--- config.mk ---
export PLATFORM = sky130hd
export DESIGN_NAME = sound_io_pad_shift_and_irq_regs_unit_flat
export DESIGN_NICKNAME = d
export VERILOG_FILES = /design/src/rtl/sio_pkg.sv /design/src/rtl/sio_if.sv /design/src/rtl/sio_front.sv /design/src/rtl/sio_queue.sv /design/src/rtl/sio_back.sv /design/src/rtl/sound_io_pad_shift_and_irq_regs_unit.sv /design/src/flat_wrapper.sv
export SDC_FILE = /design/constraint.sdc
export NUM_CORES = 1
export LEC_CHECK = 0
export ABC_CLOCK_PERIOD_IN_PS = 5000
export BUFFER_PORTS_ARGS = -buffer_cell sky130_fd_sc_hd__buf_2
export CORE_MARGIN = 4
export CORE_UTILIZATION = 50
export DETAILED_ROUTE_END_ITERATION = 6
export GPL_TIMING_DRIVEN = 0
export PLACE_DENSITY = 0.69
export SYNTH_ARGS = -nofsm -noshare
export SYNTH_HDL_FRONTEND = slang
export SYNTH_SLANG_ARGS = --single-unit
export TNS_END_PERCENT = 10
--- constraint.sdc ---
create_clock -name clk -period 5 [get_ports clk]
set_input_delay 1 -clock clk [delete_from_list [all_inputs] [get_ports clk]]
set_output_delay 1 -clock clk [all_outputs]
set_load 0.02 [all_outputs]
--- src/rtl/sio_pkg.sv ---
// ----------------------------------------------------------------------------
// sio_pkg: shared types and constants of the sound I/O page
// Register offsets, the decoded operation codes and the queue item format.
// ----------------------------------------------------------------------------
package sio_pkg;

	// register offsets within the I/O page
	localparam logic [7:0] OFF_SHIFT0   = 8'h02;
	localparam logic [7:0] OFF_SHIFT1   = 8'h03;
	localparam logic [7:0] OFF_ZERO     = 8'h06;
	localparam logic [7:0] OFF_SHCTRL   = 8'h07;
	localparam logic [7:0] OFF_MAILBOX  = 8'h0A;
	localparam logic [7:0] OFF_IRQEN    = 8'h10;
	localparam logic [7:0] OFF_IRQSRC   = 8'h11;
	localparam logic [7:0] OFF_CHIPIDX  = 8'h20;
	localparam logic [7:0] OFF_CHIPDATA = 8'h22;

	// source bit set by the host mailbox knock
	localparam int KNOCK_BIT = 5;

	// pads and their shift control bit groups
	localparam int NUM_PADS = 2;

	// decoupling queue between front and back
	localparam int QUEUE_DEPTH = 2;
	localparam int QPTR_W      = 1;
	localparam int QCNT_W      = 2;

	// request modes
	typedef enum logic [1:0] {
		MODE_READ  = 2'd0,
		MODE_WRITE = 2'd1,
		MODE_IRQ   = 2'd2,
		MODE_KNOCK = 2'd3
	} mode_t;

	// decoded operations
	typedef enum logic [3:0] {
		OP_RAM,
		OP_RD_SHIFT0,
		OP_RD_SHIFT1,
		OP_RD_ZERO,
		OP_RD_IRQEN,
		OP_RD_IRQSRC,
		OP_CHIP_DATA,
		OP_WR_SHCTRL,
		OP_WR_MAILBOX,
		OP_WR_IRQEN,
		OP_WR_CHIPIDX,
		OP_IRQ_LINE,
		OP_KNOCK
	} op_t;

	typedef logic [NUM_PADS-1:0][15:0] pads_t;

	// one decoded request as it waits in the queue
	typedef struct packed {
		op_t        op;
		logic [7:0] data;
		pads_t      pads;
		logic [2:0] irq_bit;
		logic       irq_level;
	} item_t;

endpackage

--- src/rtl/sio_if.sv ---
// ----------------------------------------------------------------------------
// sio_if: request and response channels of the sound I/O page
// Valid/ready channels; a transfer happens when both are high at a clock edge.
// ----------------------------------------------------------------------------
interface sio_req_if;
	logic        valid;
	logic        ready;
	logic [1:0]  mode;
	logic [7:0]  reg_offset;
	logic [7:0]  write_data;
	logic [15:0] pad0_buttons;
	logic [15:0] pad1_buttons;
	logic [2:0]  irq_bit;
	logic        irq_level;

	modport source (output valid, mode, reg_offset, write_data, pad0_buttons,
		pad1_buttons, irq_bit, irq_level, input ready);
	modport sink (input valid, mode, reg_offset, write_data, pad0_buttons,
		pad1_buttons, irq_bit, irq_level, output ready);
endinterface

interface sio_rsp_if;
	logic       valid;
	logic       ready;
	logic [7:0] read_data;
	logic       ram_access;
	logic       chip_access;
	logic [7:0] chip_reg_index;
	logic       host_irq_pulse;
	logic       sound_irq;

	modport source (output valid, read_data, ram_access, chip_access,
		chip_reg_index, host_irq_pulse, sound_irq, input ready);
	modport sink (input valid, read_data, ram_access, chip_access,
		chip_reg_index, host_irq_pulse, sound_irq, output ready);
endinterface

--- src/rtl/sio_front.sv ---
// ----------------------------------------------------------------------------
// sio_front: request decoder
// Accepts requests and turns mode and offset into one operation code.
// ----------------------------------------------------------------------------
module sio_front (
	sio_req_if.sink        req,
	output logic           push_valid,
	output sio_pkg::item_t push_item,
	input  logic           queue_full
);
	import sio_pkg::*;

	sio_pkg::op_t op;

	// accept whenever the queue has room
	assign req.ready  = !queue_full;
	assign push_valid = req.valid;

	// classify by mode and offset
	always_comb begin
		op = OP_RAM;
		unique case (mode_t'(req.mode))
			MODE_READ: begin
				case (req.reg_offset)
					OFF_SHIFT0:   op = OP_RD_SHIFT0;
					OFF_SHIFT1:   op = OP_RD_SHIFT1;
					OFF_ZERO:     op = OP_RD_ZERO;
					OFF_IRQEN:    op = OP_RD_IRQEN;
					OFF_IRQSRC:   op = OP_RD_IRQSRC;
					OFF_CHIPIDX:  op = OP_RD_ZERO;
					OFF_CHIPDATA: op = OP_CHIP_DATA;
					default:      op = OP_RAM;
				endcase
			end
			MODE_WRITE: begin
				case (req.reg_offset)
					OFF_SHCTRL:   op = OP_WR_SHCTRL;
					OFF_MAILBOX:  op = OP_WR_MAILBOX;
					OFF_IRQEN:    op = OP_WR_IRQEN;
					OFF_CHIPIDX:  op = OP_WR_CHIPIDX;
					OFF_CHIPDATA: op = OP_CHIP_DATA;
					default:      op = OP_RAM;
				endcase
			end
			MODE_IRQ:   op = OP_IRQ_LINE;
			MODE_KNOCK: op = OP_KNOCK;
			default:    op = OP_RAM;
		endcase
	end

	// pack the decoded request
	always_comb begin
		push_item.op        = op;
		push_item.data      = req.write_data;
		push_item.pads[0]   = req.pad0_buttons;
		push_item.pads[1]   = req.pad1_buttons;
		push_item.irq_bit   = req.irq_bit;
		push_item.irq_level = req.irq_level;
	end

endmodule

--- src/rtl/sio_queue.sv ---
// ----------------------------------------------------------------------------
// sio_queue: decoupling queue
// Small register FIFO between decoder and execution so each side stalls alone.
// ----------------------------------------------------------------------------
module sio_queue (
	input  logic           clk,
	input  logic           arst_n,
	input  logic           push_valid,
	input  sio_pkg::item_t push_item,
	output logic           full,
	output logic           pop_valid,
	output sio_pkg::item_t pop_item,
	input  logic           pop_ready
);
	import sio_pkg::*;

	item_t             entry_q [QUEUE_DEPTH];
	logic [QPTR_W-1:0] wr_ptr_q;
	logic [QPTR_W-1:0] rd_ptr_q;
	logic [QCNT_W-1:0] count_q;
	logic              push;
	logic              pop;

	assign full      = (count_q == QCNT_W'(QUEUE_DEPTH));
	assign pop_valid = (count_q != '0);
	assign pop_item  = entry_q[rd_ptr_q];
	assign push      = push_valid && !full;
	assign pop       = pop_valid && pop_ready;

	// storage
	always_ff @(posedge clk) begin
		if (push) begin
			entry_q[wr_ptr_q] <= push_item;
		end
	end

	// pointers and fill count
	always_ff @(posedge clk or negedge arst_n) begin
		if (!arst_n) begin
			wr_ptr_q <= '0;
			rd_ptr_q <= '0;
			count_q  <= '0;
		end else begin
			if (push) begin
				wr_ptr_q <= wr_ptr_q + QPTR_W'(1);
			end
			if (pop) begin
				rd_ptr_q <= rd_ptr_q + QPTR_W'(1);
			end
			if (push && !pop) begin
				count_q <= count_q + QCNT_W'(1);
			end else if (pop && !push) begin
				count_q <= count_q - QCNT_W'(1);
			end
		end
	end

	a_count_bound: assert property (@(posedge clk) disable iff (!arst_n)
		count_q <= QCNT_W'(QUEUE_DEPTH))
		else $error("queue fill count above depth");

endmodule

--- src/rtl/sio_back.sv ---
// ----------------------------------------------------------------------------
// sio_back: execution and register file
// Applies decoded requests to the page registers and holds the response.
// ----------------------------------------------------------------------------
module sio_back (
	input  logic           clk,
	input  logic           arst_n,
	input  logic           pop_valid,
	input  sio_pkg::item_t pop_item,
	output logic           pop_ready,
	sio_rsp_if.source      rsp
);
	import sio_pkg::*;

	// page registers
	logic [7:0]  shctrl_q;
	logic [7:0]  shift_q [NUM_PADS];
	logic [15:0] latch_q [NUM_PADS];
	logic [7:0]  irq_en_q;
	logic [7:0]  irq_src_q;
	logic [7:0]  chip_idx_q;

	logic [7:0]  shctrl_n;
	logic [7:0]  shift_n [NUM_PADS];
	logic [15:0] latch_n [NUM_PADS];
	logic [7:0]  irq_en_n;
	logic [7:0]  irq_src_n;
	logic [7:0]  chip_idx_n;
	logic [7:0]  fell;

	// response register
	logic        rsp_valid_q;
	logic [7:0]  read_data_q;
	logic        ram_q;
	logic        chip_q;
	logic [7:0]  chip_reg_index_q;
	logic        host_q;
	logic        sound_irq_q;

	logic [7:0]  rd;
	logic        ram;
	logic        chip;
	logic        host;
	logic        take;

	assign pop_ready = !rsp_valid_q || rsp.ready;
	assign take      = pop_valid && pop_ready;
	assign fell      = shctrl_q & ~pop_item.data;

	// execute one request
	always_comb begin
		shctrl_n   = shctrl_q;
		shift_n    = shift_q;
		latch_n    = latch_q;
		irq_en_n   = irq_en_q;
		irq_src_n  = irq_src_q;
		chip_idx_n = chip_idx_q;
		rd         = '0;
		ram        = 1'b0;
		chip       = 1'b0;
		host       = 1'b0;
		unique case (pop_item.op)
			OP_RAM:        ram = 1'b1;
			OP_RD_SHIFT0:  rd = shift_q[0];
			OP_RD_SHIFT1:  rd = shift_q[1];
			OP_RD_ZERO:    rd = '0;
			OP_RD_IRQEN:   rd = irq_en_q;
			OP_RD_IRQSRC: begin
				rd        = irq_src_q;
				irq_src_n = '0;
			end
			OP_CHIP_DATA:  chip = 1'b1;
			OP_WR_SHCTRL: begin
				shctrl_n = pop_item.data;
				// per pad: latch, then shift, then clear
				for (int p = 0; p < NUM_PADS; p++) begin
					if (fell[p]) begin
						latch_n[p] = pop_item.pads[p];
					end
					if (fell[p + NUM_PADS]) begin
						shift_n[p] = {shift_n[p][6:0], latch_n[p][15]};
						latch_n[p] = {latch_n[p][14:0], 1'b0};
					end
					if (fell[p + 2 * NUM_PADS]) begin
						shift_n[p] = '0;
					end
				end
			end
			OP_WR_MAILBOX: begin
				host = 1'b1;
				ram  = 1'b1;
			end
			OP_WR_IRQEN:   irq_en_n = pop_item.data;
			OP_WR_CHIPIDX: chip_idx_n = pop_item.data;
			OP_IRQ_LINE:   irq_src_n[pop_item.irq_bit] = pop_item.irq_level;
			OP_KNOCK:      irq_src_n[KNOCK_BIT] = 1'b1;
			default:       ram = 1'b0;
		endcase
	end

	// register state
	always_ff @(posedge clk or negedge arst_n) begin
		if (!arst_n) begin
			shctrl_q   <= '0;
			shift_q    <= '{default: '0};
			latch_q    <= '{default: '0};
			irq_en_q   <= '0;
			irq_src_q  <= '0;
			chip_idx_q <= '0;
		end else if (take) begin
			shctrl_q   <= shctrl_n;
			shift_q    <= shift_n;
			latch_q    <= latch_n;
			irq_en_q   <= irq_en_n;
			irq_src_q  <= irq_src_n;
			chip_idx_q <= chip_idx_n;
		end
	end

	// response valid
	always_ff @(posedge clk or negedge arst_n) begin
		if (!arst_n) begin
			rsp_valid_q <= 1'b0;
		end else if (pop_ready) begin
			rsp_valid_q <= pop_valid;
		end
	end

	// response payload
	always_ff @(posedge clk) begin
		if (take) begin
			read_data_q      <= rd;
			ram_q            <= ram;
			chip_q           <= chip;
			chip_reg_index_q <= chip_idx_n;
			host_q           <= host;
			sound_irq_q      <= |(irq_en_n & irq_src_n);
		end
	end

	assign rsp.valid          = rsp_valid_q;
	assign rsp.read_data      = read_data_q;
	assign rsp.ram_access     = ram_q;
	assign rsp.chip_access    = chip_q;
	assign rsp.chip_reg_index = chip_reg_index_q;
	assign rsp.host_irq_pulse = host_q;
	assign rsp.sound_irq      = sound_irq_q;

	a_irq_level: assert property (@(posedge clk) disable iff (!arst_n)
		rsp_valid_q |-> (sound_irq_q == |(irq_en_q & irq_src_q)))
		else $error("sound irq does not match enable and sources");

	a_src_clear: assert property (@(posedge clk) disable iff (!arst_n)
		(take && pop_item.op == OP_RD_IRQSRC) |=> (irq_src_q == '0))
		else $error("source register not cleared by read");

	a_mailbox_ram: assert property (@(posedge clk) disable iff (!arst_n)
		(rsp_valid_q && host_q) |-> (ram_q && !chip_q && read_data_q == '0))
		else $error("mailbox response not stored in ram");

endmodule

--- src/rtl/sound_io_pad_shift_and_irq_regs_unit.sv ---
// A taken request is written into the queue, then executed into the response
// register, from which its response is taken.
// Throughput: one request per cycle as long as responses are taken as they come.
// A stalled response holds the register file; the two-entry queue fills up and then
// the input stalls until the response is taken.
// Reset (arst_n low) clears all page registers, the queue and the response valid.
// ----------------------------------------------------------------------------
// sound_io_pad_shift_and_irq_regs_unit: sound processor I/O page
// Pad shift registers, interrupt enable and sources, chip index and mailbox.
// ----------------------------------------------------------------------------
module sound_io_pad_shift_and_irq_regs_unit (
	input  logic      clk,
	input  logic      arst_n,
	sio_req_if.sink   req,
	sio_rsp_if.source rsp
);
	import sio_pkg::*;

	logic  push_valid;
	item_t push_item;
	logic  queue_full;
	logic  pop_valid;
	item_t pop_item;
	logic  pop_ready;

	// decode
	sio_front u_front (
		.req        (req),
		.push_valid (push_valid),
		.push_item  (push_item),
		.queue_full (queue_full)
	);

	// decouple
	sio_queue u_queue (
		.clk        (clk),
		.arst_n     (arst_n),
		.push_valid (push_valid),
		.push_item  (push_item),
		.full       (queue_full),
		.pop_valid  (pop_valid),
		.pop_item   (pop_item),
		.pop_ready  (pop_ready)
	);

	// execute
	sio_back u_back (
		.clk       (clk),
		.arst_n    (arst_n),
		.pop_valid (pop_valid),
		.pop_item  (pop_item),
		.pop_ready (pop_ready),
		.rsp       (rsp)
	);

endmodule

--- src/flat_wrapper.sv ---
// flat-port wrapper written by rule: the top's interface ports become plain ports
module sound_io_pad_shift_and_irq_regs_unit_flat import sio_pkg::*;
  (clk, arst_n, req_valid, req_mode, req_reg_offset, req_write_data, req_pad0_buttons, req_pad1_buttons, req_irq_bit, req_irq_level, req_ready, rsp_valid, rsp_read_data, rsp_ram_access, rsp_chip_access, rsp_chip_reg_index, rsp_host_irq_pulse, rsp_sound_irq, rsp_ready);
  sio_req_if req_i ();
  sio_rsp_if rsp_i ();
  input  logic clk;
  input  logic arst_n;
  input wire logic [$bits(req_i.valid)-1:0] req_valid;
  input wire logic [$bits(req_i.mode)-1:0] req_mode;
  input wire logic [$bits(req_i.reg_offset)-1:0] req_reg_offset;
  input wire logic [$bits(req_i.write_data)-1:0] req_write_data;
  input wire logic [$bits(req_i.pad0_buttons)-1:0] req_pad0_buttons;
  input wire logic [$bits(req_i.pad1_buttons)-1:0] req_pad1_buttons;
  input wire logic [$bits(req_i.irq_bit)-1:0] req_irq_bit;
  input wire logic [$bits(req_i.irq_level)-1:0] req_irq_level;
  output wire logic [$bits(req_i.ready)-1:0] req_ready;
  output wire logic [$bits(rsp_i.valid)-1:0] rsp_valid;
  output wire logic [$bits(rsp_i.read_data)-1:0] rsp_read_data;
  output wire logic [$bits(rsp_i.ram_access)-1:0] rsp_ram_access;
  output wire logic [$bits(rsp_i.chip_access)-1:0] rsp_chip_access;
  output wire logic [$bits(rsp_i.chip_reg_index)-1:0] rsp_chip_reg_index;
  output wire logic [$bits(rsp_i.host_irq_pulse)-1:0] rsp_host_irq_pulse;
  output wire logic [$bits(rsp_i.sound_irq)-1:0] rsp_sound_irq;
  input wire logic [$bits(rsp_i.ready)-1:0] rsp_ready;
  assign req_i.valid = req_valid;
  assign req_i.mode = req_mode;
  assign req_i.reg_offset = req_reg_offset;
  assign req_i.write_data = req_write_data;
  assign req_i.pad0_buttons = req_pad0_buttons;
  assign req_i.pad1_buttons = req_pad1_buttons;
  assign req_i.irq_bit = req_irq_bit;
  assign req_i.irq_level = req_irq_level;
  assign req_ready = req_i.ready;
  assign rsp_valid = rsp_i.valid;
  assign rsp_read_data = rsp_i.read_data;
  assign rsp_ram_access = rsp_i.ram_access;
  assign rsp_chip_access = rsp_i.chip_access;
  assign rsp_chip_reg_index = rsp_i.chip_reg_index;
  assign rsp_host_irq_pulse = rsp_i.host_irq_pulse;
  assign rsp_sound_irq = rsp_i.sound_irq;
  assign rsp_i.ready = rsp_ready;
  sound_io_pad_shift_and_irq_regs_unit u_core (.clk(clk), .arst_n(arst_n), .req(req_i), .rsp(rsp_i));
endmodule
# Word level (Yosys, flattened, before mapping)
# Memories as Yosys holds them, arrays and structs flattened.
# Index checks and enable logic that the tools add are counted.
dict set report classes {
  addsub 4
  n_lt_le_gt_ge 2
  n_eq_ne 24
  n_mux 27
  bitwise 3
  reduce_logical 22
}
# op count
set op_table {}
lappend op_table {{$mux 16} 4}
lappend op_table {{$mux 8} 6}
lappend op_table {{$pmux 8 s4} 1}
lappend op_table {{$eq 4x4->1 const B} 5}
lappend op_table {{$pmux 4 s5} 1}
lappend op_table {{$pmux 3 s6} 1}
lappend op_table {{$eq 4x3->1 const B} 4}
lappend op_table {{$eq 8x2->1 const B} 2}
lappend op_table {{$eq 8x3->1 const B} 2}
lappend op_table {{$eq 8x5->1 const B} 2}
lappend op_table {{$eq 8x6->1 const B} 2}
lappend op_table {{$pmux 4 s4} 1}
lappend op_table {{$pmux 5 s2} 1}
lappend op_table {{$and 8x8->8} 1}
lappend op_table {{$bwmux 8} 1}
lappend op_table {{$eq 8x4->1 const B} 1}
lappend op_table {{$reduce_bool 2->1} 4}
lappend op_table {{$reduce_or 8->1} 1}
lappend op_table {{$and 6x6->6} 1}
lappend op_table {{$eq 2x2->1 const B} 3}
lappend op_table {{$mux 1} 6}
lappend op_table {{$not 6->6} 1}
lappend op_table {{$reduce_and 3->1} 2}
lappend op_table {{$logic_and 1x1->1} 5}
lappend op_table {{other kinds (18)} 24}
dict set report word_totals {
  regBits 103
  ramBits 96
  inputBits 58
  output_inout_bits 22
  wordCells 101
  mem_count 1
}
# name words width rd rd_ports_with_merged_regs wr line_no
set memory_table {}
lappend memory_table {u_core.u_queue.entry_q 2 48 1 0 1 sio_queue.sv:17} ;# item_t entry_q [QUEUE_DEPTH];

# Depth between registers and ports, before layout
# An unclocked memory read counts as a cell.
dict set report depth {
  word_depth 9
  ltp_mapped 9
  depth_no_buf 7
}

# Hierarchy
# Synthesis repeated with hierarchy kept, for this count alone.
dict set report hier_totals {
  hier_cells 779
  area_unflattened_um2 9470.3
}
# mod n_inst cells_each area_per_inst_um2
set modules_own_cells {}
lappend modules_own_cells {sio_back 1 522 5127.4}
lappend modules_own_cells {sio_queue 1 168 3707.3}
lappend modules_own_cells {sio_front 1 89 635.6}

# Least setup slack after synthesis
# No wires, ideal clock.
dict set report synth_timing {
  kind {input to register}
  startpoint {input port req_valid}
  endpoint {memory u_core.u_queue.entry_q[0][0] (netlist bit), enable pin}
  setup_time_ns 0.454
  arrival_ns 3.112
  slack_ns 1.434
  stages 2
  cell_sequence {nand2_1 > nor2_1}
}
dict set report synth_via {
  elab_chain_cells 3
}
# element line_no
set synth_lines {}
lappend synth_lines {{from (decl)} flat_wrapper.sv:8} ;# input wire logic [$bits(req_i.valid)-1:0] req_valid;
lappend synth_lines {{$logic_and 1x1->1} sio_queue.sv:27} ;# assign push = push_valid && !full;
lappend synth_lines {{$mux 1} sio_queue.sv:32} ;# if (push) begin
lappend synth_lines {{$mux 1 (not written as such)} sio_queue.sv:33} ;# entry_q[wr_ptr_q] <= push_item;
lappend synth_lines {{to (decl)} sio_queue.sv:17}
# No other way between the ends.

# Worst setup path in the final report
dict set report layout_timing {
  startpoint {input port rsp_ready}
  endpoint {register u_core.u_back.irq_src_q[2]}
}
dict set report layout_via {
  elab_chain_cells 2
}
# element line_no
set layout_lines {}
lappend layout_lines {{from (decl)} flat_wrapper.sv:24} ;# input wire logic [$bits(rsp_i.ready)-1:0] rsp_ready;
lappend layout_lines {{$logic_or 1x1->1} sio_back.sv:46} ;# assign pop_ready = !rsp_valid_q || rsp.ready;
lappend layout_lines {{$logic_and 1x1->1} sio_back.sv:47} ;# assign take = pop_valid && pop_ready;
lappend layout_lines {{named net u_core.u_back.take} sio_back.sv:44} ;# logic take;
lappend layout_lines {{to (signal assigned)} sio_back.sv:115} ;# irq_src_q <= irq_src_n;
lappend layout_lines {{to (decl)} sio_back.sv:20} ;# logic [7:0] irq_src_q;
# The timed path passes the listed nets, and every way through them passes these cells.
# A chain may end at the register's enable or synchronous reset.

==> impl_results.md <==
- DR vias: around 6100
- Mapped Cells: 716
- Average footprint of a synthesized cell: 12.3 sq um
- Synthesized net count: just under 800
- Vias in the first global route: around 6100
- Fin area: 10100 sq um
- Util after Layout: 0.588
- Slew Viols, Final: 0
- Remaining antenna violation count after routing: 0
- H-tree levels: 4
- Nets: 876
- CTS tree: yes
- Worst r2r src: u_core.u_queue.count_q[0]
- Antenna cells: 0
- Startpoint types: primary input
- Final Power: 5.86 mW
- Worst setup margin: 2.22 ns
- RD Place Congestion: roughly 0.89
- Final period util: 0.556
- Asr flop ratio synth: 0.417
- Seq. cell area: roughly 5600 sq um
- Post-CTS Resized: 0
- I/O pin total: 80
- Synth area leaders: edfxtp_1 40%, dfrtp_1 24%, mux2i_1 5.0%
- Row count: 48
- Count of flip-flops with a built-in enable after synthesis: ~120
- Hold-fix buffers at CTS: 0
- Worst slack, placed: about 1.8 ns
- Die X: 141 um
- Share of cells above drive strength 1: 0.216
- CORE AREA: between 15000 and 20000 sq um
- Post-CTS Setup Bufs: 0
- Yosys Warn Count: 0
- Clk root buf: clkbuf_16
- RSZ-0062 raised after global routing: false
- Footprint of the multi-input gates: 3040 sq um
- Final Critical Period: 2.78 ns
- Skew final: 0.0120 ns
- Post-Syn Area: 8790 sq um
- First-pass iteration count of the detailed router: 5
- PD cells: 579 nW/um^2
- Clk sinks: roughly 200
- Dpl cell area: 9540 sq um
- GRT Util Overall: 0.201
- Peak supply drop: 265 uV
- I/O Buffers: between 70 and 80
- Distinct cell type count after synthesis: 64
- Leak: 4.03 nW
- Synth top area share: 0.396
- Worst Path Max Fanout: 26
- Residual DRC count: 0
- CTS clock-pin slew for the worst setup and hold paths: roughly 0.07 ns
- Pin count of the biggest net entering global routing: 64
- Post-placement cell count: approximately 1000
- Fmax: 0.359 GHz
- R2r endpoint: u_core.u_back.irq_src_q[2]
- TritonCTS buffer count: 17
- DIE AREA: about 20000 sq um
- Starting Density: 0.510
- Fin cells: 1055
- WP data required: around 5.4 ns
- Post-DP HPWL: 13700 um
- Slew @ Worst Pin: 0.920 ns
- Aggregate global routing overflow: 0
- Layout overhead on the synthesized area: 15.3%
- Final setup fails: 0
- Clock Latency Late Sink: 0.44 ns
- Relative slew slack: 0.383
- Initial antenna violation count: 2
- CP arrival: 3.13 ns
- Total routed wirelength: around 19000 um
- Yosys reg bits: 199
- Type of the worst min-delay path: primary input to asynchronous set/reset pin
- First-pass GRT wire length: 31600 um
- Fillers: 1400
- Maxcap violations: 0
- Flop2flop setup slack: 2.22 ns
- Synth area leader: edfxtp_1
- Sequential-to-total area share from yosys stat: 0.633
- CP Capture Type: flip-flop
- Critical path type: primary input to flip-flop
- Final Hold Viols: 0
- Wirelength per Cell: 18.2 um
- Status: completed
- Die Span Y: roughly 140 um
- CTS max path bufs: 2
- Hold Slack: 0.451 ns
- Routed vias/inst: 5.78
- Top_reg_cell synth: edfxtp_1
- DR iter-0 viols: 491
- Worst R2R Path Depth: 6
- Setup TNS: 0 ns
[synthesized netlist by cell type, drive strengths merged (2+ instances only)]
library cell  count
a21o              3
o221ai            7
o22ai             2
a21oi            62
a22oi            18
and2              8
nand3b            5
mux2             34
a32oi             3
or3b              5
mux2i            44
and3              2
and3b             2
a21boi            3
dfrtp            83
and2b             2
o2bb2ai           3
nand2            77
xnor2             3
a32o              2
o21ai            60
inv               8
nor2b             4
nor2             73
a22o             16
nand2b            5
edfxtp          116
nor3              5
clkbuf           11
nand3             5
buf              20
nor3b             3
xor2              2
a2bb2oi           3
[layer usage]
layer  routed length [um]  GRT usage  up-vias
li1                     -          -     2858
met1                 8280      0.262     3015
met2                 9540      0.338      187
met3                 1030     0.0448       31
met4                  342     0.0612        4
met5                   23          0        -
[kinds of logic (layout without fill, tap and decap cells)]
family	Yosys count	after routing	share of synthesized area
and+or+nand+nor	201	201	0.105
DFF	199	199	0.633
AOI/OAI and AO/OA	192	192	0.140
muxes	78	78	0.0937
buffers and inverters	40	154	0.0228
xor gates and xnor gates	5	5	0.00498
adders and majority gates	1	1	0.00142
[critical path, cell delays in order]
cell and delay [ns]:
buf_2 0.09, nand2b_1 0.16, o21ai_2 0.24, clkinv_1 0.91, nand2b_1 0.55, nand2_1 0.09
o21ai_0 0.08
[worst max-delay path by stage]
| stage | slack [ns] | to | from | cells past startpoint |
|---|---|---|---|---|
| 2_1_floorplan | 1.43 | u_core.u_queue.entry_q[0][0] | req_valid | 2 |
| 6_report | 2.22 | u_core.u_back.irq_src_q[2] | rsp_ready | 7 |
| 5_1_grt | 2.06 | u_core.u_back.irq_src_q[2] | u_core.u_queue.count_q[0] | 6 |
| 3_3_place_gp | 0.35 | u_core.u_queue.entry_q[0][19] | req_valid | 3 |
| 3_5_place_dp | 1.78 | u_core.u_back.irq_src_q[2] | rsp_ready | 7 |
| 4_1_cts | 2.23 | u_core.u_back.irq_src_q[2] | u_core.u_queue.count_q[0] | 6 |
[state kept, by name, indices dropped and copies added (netlist names), 2 cells and up]
register	flops
u_core.u_back.chip_idx_q	8
u_core.u_queue.entry_q	96
u_core.u_back.shctrl_q	6
u_core.u_back.rsp.chip_reg_index	8
u_core.u_back.shift_q	16
u_core.u_queue.count_q	2
u_core.u_back.latch_q	32
u_core.u_back.irq_en_q	8
u_core.u_back.rsp.read_data	8
u_core.u_back.irq_src_q	8
[cell usage in the layout (no fill, tap or decap), types with 4 or more instances in the layout]
cell type	count
nand3b_1	5
mux2i_1	44
mux2_2	34
nand2_1	76
o221ai_1	6
nand2b_1	5
buf_2	91
nor3_1	4
clkbuf_1	12
a22o_1	16
dfrtp_1	83
nor2b_1	4
o21ai_0	59
inv_1	8
edfxtp_1	116
nand3_1	5
a22oi_1	16
and2_1	6
nor2_1	71
buf_4	6
clkbuf_16	17
a21oi_1	62
[power breakdown]
| group | internal [mW] | leakage, nW | switching, mW | total (mW) |
|---|---|---|---|---|
| sequential | 2.30 | 2.18 | 0.256 | 2.56 |
| clock | 0.757 | 0.287 | 0.605 | 1.36 |
| combinational | 0.750 | 1.56 | 1.19 | 1.94 |
[area by class of cell]
type                       instances  share of cell area
timing repair buffer              82              0.0459
clock inverter                    13              0.0141
inverter                           9             0.00333
clock buffer                      19              0.0437
multi-input combinational        477               0.300
tap                              225              0.0278
sequential                       199               0.549
buffer                            31              0.0164
Note: power is estimated with default switching activity, not from simulation.
